===== config.mk =====
export PLATFORM = sky130hd
export DESIGN_NAME = csr_spmv_fifo
export DESIGN_NICKNAME = d
export VERILOG_FILES = /design/src/sv/csr_spmv_pkg.sv /design/src/sv/csr_spmv_fifo.sv
export SDC_FILE = /design/constraint.sdc
export NUM_CORES = 1
export LEC_CHECK = 0
export BUFFER_PORTS_ARGS = -buffer_cell sky130_fd_sc_hd__buf_2
export CORE_ASPECT_RATIO = 0.6
export CORE_MARGIN = 2
export CORE_UTILIZATION = 52
export DETAILED_ROUTE_END_ITERATION = 8
export PLACE_DENSITY = 0.75
export SETUP_SLACK_MARGIN = 0.5
export SYNTH_ARGS = -nofsm -noshare
export SYNTH_HDL_FRONTEND = slang
export SYNTH_SLANG_ARGS = --single-unit
export TNS_END_PERCENT = 30

===== constraint.sdc =====
create_clock -name clk -period 15.4 [get_ports clk]
set_input_delay 3.08 -clock clk [delete_from_list [all_inputs] [get_ports clk]]
set_output_delay 3.08 -clock clk [all_outputs]
set_load 0.005 [all_outputs]

===== src/sv/csr_spmv_pkg.sv =====
// ----------------------------------------------------------------------------
// CSR sparse matrix-vector multiply package
// Shared word widths, request codes, result type and output queue sizing.
// ----------------------------------------------------------------------------
`default_nettype none

package csr_spmv_pkg;

  localparam int COL_W = 12;
  localparam int VAL_W = 32;
  localparam int ROW_W = 16;

  localparam int OUT_DEPTH = 8;
  localparam int PTR_W = $clog2(OUT_DEPTH);
  localparam int CNT_W = $clog2(OUT_DEPTH + 1);

  typedef enum logic {
    REQ_LOAD    = 1'b0,
    REQ_NONZERO = 1'b1
  } req_type_t;

  typedef struct packed {
    logic [ROW_W-1:0]        row_index;
    logic signed [VAL_W-1:0] row_sum;
  } result_t;

endpackage

`default_nettype wire


===== src/sv/csr_spmv_fifo.sv =====
// ----------------------------------------------------------------------------
// CSR SpMV result queue
// Small register queue that holds finished rows until the consumer takes them.
// ----------------------------------------------------------------------------
`default_nettype none

module csr_spmv_fifo (
  input  wire logic                  clk,
  input  wire logic                  rst,
  input  wire logic                  push,
  input  wire csr_spmv_pkg::result_t push_data,
  input  wire logic                  pop,
  output logic                       out_vld,
  output csr_spmv_pkg::result_t      out_data
);

  localparam int DEPTH = csr_spmv_pkg::OUT_DEPTH;
  localparam int PW    = csr_spmv_pkg::PTR_W;
  localparam int CW    = csr_spmv_pkg::CNT_W;

  csr_spmv_pkg::result_t entries [DEPTH];
  logic [PW-1:0] wr_ptr;
  logic [PW-1:0] rd_ptr;
  logic [CW-1:0] count;
  logic          do_pop;

  assign out_vld  = (count != '0);
  assign out_data = entries[rd_ptr];
  assign do_pop   = pop && out_vld;

  always_ff @(posedge clk) begin
    if (rst) begin
      wr_ptr <= '0;
      rd_ptr <= '0;
      count  <= '0;
    end else begin
      if (push) begin
        wr_ptr <= wr_ptr + PW'(1);
      end
      if (do_pop) begin
        rd_ptr <= rd_ptr + PW'(1);
      end
      count <= count + CW'(push) - CW'(do_pop);
    end
    if (push) begin
      entries[wr_ptr] <= push_data;
    end
  end

`ifndef ASSERT_OFF
  a_no_overflow: assert property (@(posedge clk) disable iff (rst)
    push |-> (count < CW'(DEPTH) || do_pop))
    else $error("result queue written while full");
`endif

endmodule

`default_nettype wire


; ---- Yosys cells after proc, flatten, opt, wreduce, memory -nomap -nowiden
; Memories as Yosys holds them, arrays and structs flattened. A register that Yosys moved wholly into a read port is not among the register bits.
; Cells that the tools add are included.
[totals]
word_cells = 14
n_memories = 1
input_bits = 52
register_bits = 10
mem_bits_rw = 384
[memory_table]
columns = memory, words, word_bits, rd, rd_ports_with_merged_regs, wr, line
row1 = entries, 8, 48, 1, 1, 1, csr_spmv_fifo.sv:21  ; csr_spmv_pkg::result_t entries [DEPTH];
[op_classes]
addsub = 4
n_reduce_logical = 2
n_mux = 4
[ops]
columns = cell, n
row1 = $add 3x1->3 const B, 2
row2 = $mux 3, 2
row3 = $add 4x1->4, 1
row4 = $reduce_bool 4->1, 1
row5 = $sub 4x1->4, 1
row6 = $mux 1, 2
row7 = $logic_and 1x1->1, 1

; ---- Longest topological paths before layout
[depth]
word_depth = 4
mapped_depth = 11

; ---- Least setup slack after synthesis
; Ideal clock, no wire load.
[synth_path]
kind = in2reg
startpoint = input push
endpoint = memory entries[0][0] in the netlist's numbering, enable pin
setup_time_ps = 513
arrival_ps = 6452
required_ps = 14887
stages = 2
setup_slack_ps = 8435
path_cell_list = nand2b_1 > nor3_1
[synth_via]
elab_chain_len = 2
[synth_lines]
columns = element, line
row1 = "start, declared", csr_spmv_fifo.sv:10  ; input wire logic push,
row2 = $mux 1, csr_spmv_fifo.sv:45  ; if (push) begin
row3 = $mux 1 (implied by the code), csr_spmv_fifo.sv:46  ; entries[wr_ptr] <= push_data;
row4 = "end, declared", csr_spmv_fifo.sv:21
; Every way passes these cells.

==> implementation parameters <==
Parameter                              Value

Yosys
  Post-synth top area cell    edfxtp_1
  Post-Syn Nets    690
  Yosys synthesis warning count    0
  Dominant cells by area after synthesis    edfxtp_1 (76%), mux4_2 (14%), mux2_4 (3.9%), dfxtp_1 (1.7%), mux2_2 (0.74%)
  Count of flip-flops with a built-in enable after synthesis    384
  Dominant register cell in the synthesized netlist    edfxtp_1
  Post-Synthesis Cell Area    0.0152 mm²
  Part of the Yosys area used for sequential elements    77.3%
  Asr flop ratio synth    0%
  Number of distinct library cells after synthesis    27
  Mapped Avg Cell Area    24.2 µm²
  Number of synthesized register bits    397
  Share of the synthesized area in the top cell type    75.6%
  Gate Count Post-Synth    631

Layout
  Share of final-layout standard cells stronger than drive strength 1    40.5%
  Final core utilization    60.0%
  Growth of design area from synthesis to finish    13.2%
  Area of the multi-input gates    0.00327 mm²
  Number of nets in the layout    810
  Area of all sequential standard cells    0.0118 mm²
  Number of fillers in the final layout    1950

Clock network
  Clock root buffer    clkbuf_16
  Post-cts repair resize count    0
  Insertion delay of the later-clocked pin in the worst-skew pair    0.51 ns
  Post-CTS setup buffers    0
  Clock net sink count    397
  CTS H-tree lvls    2
  Hold bufs inserted after CTS    0
  TritonCTS clock tree    done
  Num CTS Buffers    35
  Max Root-Sink Buffers    3
  Worst-path clk slew    0.07 ns

Detailed routing
  Post-detailed-route DRC marker count    0
  Per-cell routed wire length    24.1 µm
  Final antenna-violating net count    0
  Via count    6635
  DRT Pass-1 Iters    4
  DR iter-0 viols    498
  Total wire length    27.8 mm
  Post-detailed-route via-to-cell ratio    5.75

Floorplanning
  Area of the core    0.0288 mm²
  Full die area    0.0307 mm²
  Die height    137 µm
  Initial core utilization    53.0%
  Count of pins on the block boundary    101
  Die span in x    225 µm
  Number of core rows    48

STA
  Endpoints failing setup    0
  Shortest clock period the worst path allows after layout    6.62 ns
  Final max-slew violation count    0
  Relative slew slack    25.4%
  Largest clock skew in the final design    0.00812 ns
  Hold WS    0.518 ns
  Slew at the pin with the worst max-slew slack    1.12 ns
  Setup ws final    8.78 ns
  Setup repair after global routing missed its margin    no
  Final hold violation count    0
  Final cycle utilization of the critical path    43.0%
  Fin Setup TNS    0 ns
  Maximum clock frequency    151 MHz

Critical path
  FF-to-FF End    entries[2][40]$_DFFE_PP_
  Startpoint types    flip-flop
  Type of destination of the critical path    output port
  Biggest fanout along the worst timing path    52
  Critical register-to-register path startpoint    wr_ptr[2]$_SDFFE_PP0P_
  Worst-path cell with the longest stage delay    dfxtp_4
  Arrival time reported for the critical path endpoint    3.54 ns
  CP Cell Sequence    buf_4 > mux4_1 > mux2_4 > buf_2
  Worst reg-to-reg path cell count    3
  Required time of the critical path    12.32 ns
  Largest stage delay, worst path    0.92 ns
  Worst setup slack for register-to-register paths    13.05 ns
  Type of the worst setup path    flip-flop to output port

Min path
  Worst hold stages    2
  Worst Hold Class    flip-flop to flip-flop
  Source of the worst hold timing path    rd_ptr[2]$_SDFFE_PP0P_

Power and ir drop
  Worst vdd ir    0.0840 mV
  Cell Pwr Density    140 mW/mm²
  Leakage    0.00558 µW
  Total power after layout    2420 µW

Global routing
  Via count of the first global-routing pass    7068
  Overall routing resource usage    18.7%
  First-pass GRT wire length    42.0 mm
  Maximum number of pins on one net before global-route repair    75
  Overflow left after global routing    0
  Number of antenna violations at the first check in global routing    4

Run status
  Run status    completed

Placed design
  Number of buffers added on ports    100
  Placed wire-length estimate    15.2 mm
  Worst-case setup slack after placement    9.24 ns
  Weighted congestion reported at the end of routability-driven placement    0.732

Job
  Max_cap viols    0
==> per-layer routing <==
metal | track usage [%] | vias up | part of all wire, %
li1 | - | 2895 | -
met1 | 25.3 | 3497 | 42
met5 | 0 | - | 0.093
met2 | 31.3 | 189 | 50
met4 | 4.45 | 4 | 1.7
met3 | 4.64 | 50 | 6.3
==> stage by stage <==
| step | cell area [µm²] | std cells |
|---|---|---|
| finish | 17300 | 1154 |
| floorplan | 15200 | 631 |
| global placement | 16200 | 1089 |
| CTS | 17200 | 1151 |
| global route | 17200 | 1151 |
| detailed placement | 16200 | 1089 |
==> cell type report <==
class	count	area share, %
diodes	3	0.0435
well taps	375	2.72
multi-input cells	198	19.0
repair buffers	111	3.38
flip-flops and latches	397	68.4
clock buffers	45	5.54
inverters	8	0.174
clock inverters	17	0.776
==> cells by family after synthesis <==
logic type,share of synthesized area (%)
muxes,19.0
xor gates and xnor gates,0.172
and+or+nand+nor,0.944
DFF,77.3
adders and majority gates,0.624
buffers and inverters,1.57
AOI/OAI and AO/OA,0.353
==> power breakdown <==
group	switching [µW]	internal [µW]	leakage, µW
Combinational	127	190	0.00145
Sequential	51.1	1220	0.00360
Clock	358	473	0.000535
==> synth_stat cells (6+ instances only) <==
library cell / count
inv_1: 8
mux4_2: 93
mux2_2: 10
mux2_4: 40
ha_1: 6
buf_2: 12
a21oi_1: 6
nor2_1: 13
clkbuf_1: 10
edfxtp_1: 384
dfxtp_1: 13
==> worst max-delay path, delay by kind of cell (launching register included) <==
kind / cells / cell delay, ns
buffers and inverters: 2 / 1.01
multiplexers: 2 / 0.95
flip-flops: 1 / 0.92
==> flip-flops by register name, indices dropped and copies added, names as in the netlist, named ones only <==
register and cells:
entries 384, rd_ptr 3, wr_ptr 3, count 4
==> layout by cell type, fill, tap and decap left out, drive strengths merged, types with 8 or more instances in the layout <==
cell type,netlist,routed
buf,18,111
nor2,13,13
dfxtp,13,13
mux2,50,50
edfxtp,384,384
inv,8,8
clkbuf,10,45
mux4,96,96
clkinv,0,14
==> worst max path at each step <==
| stage | cells after the start | slack, ns | start | end |
|---|---|---|---|---|
| 6_report | 4 | 8.78 | flip-flop | out_data[17] |
| 5_1_grt | 4 | 8.50 | flip-flop | out_data[17] |
| 4_1_cts | 4 | 8.68 | flip-flop | out_data[17] |
| 3_5_place_dp | 4 | 9.24 | flip-flop | out_data[17] |
| 3_3_place_gp | 4 | 9.31 | flip-flop | out_data[17] |
| 2_1_floorplan | 2 | 8.43 | push | entries[0][0]$_DFFE_PP_ |
Note: power is estimated with default switching activity, not from simulation.
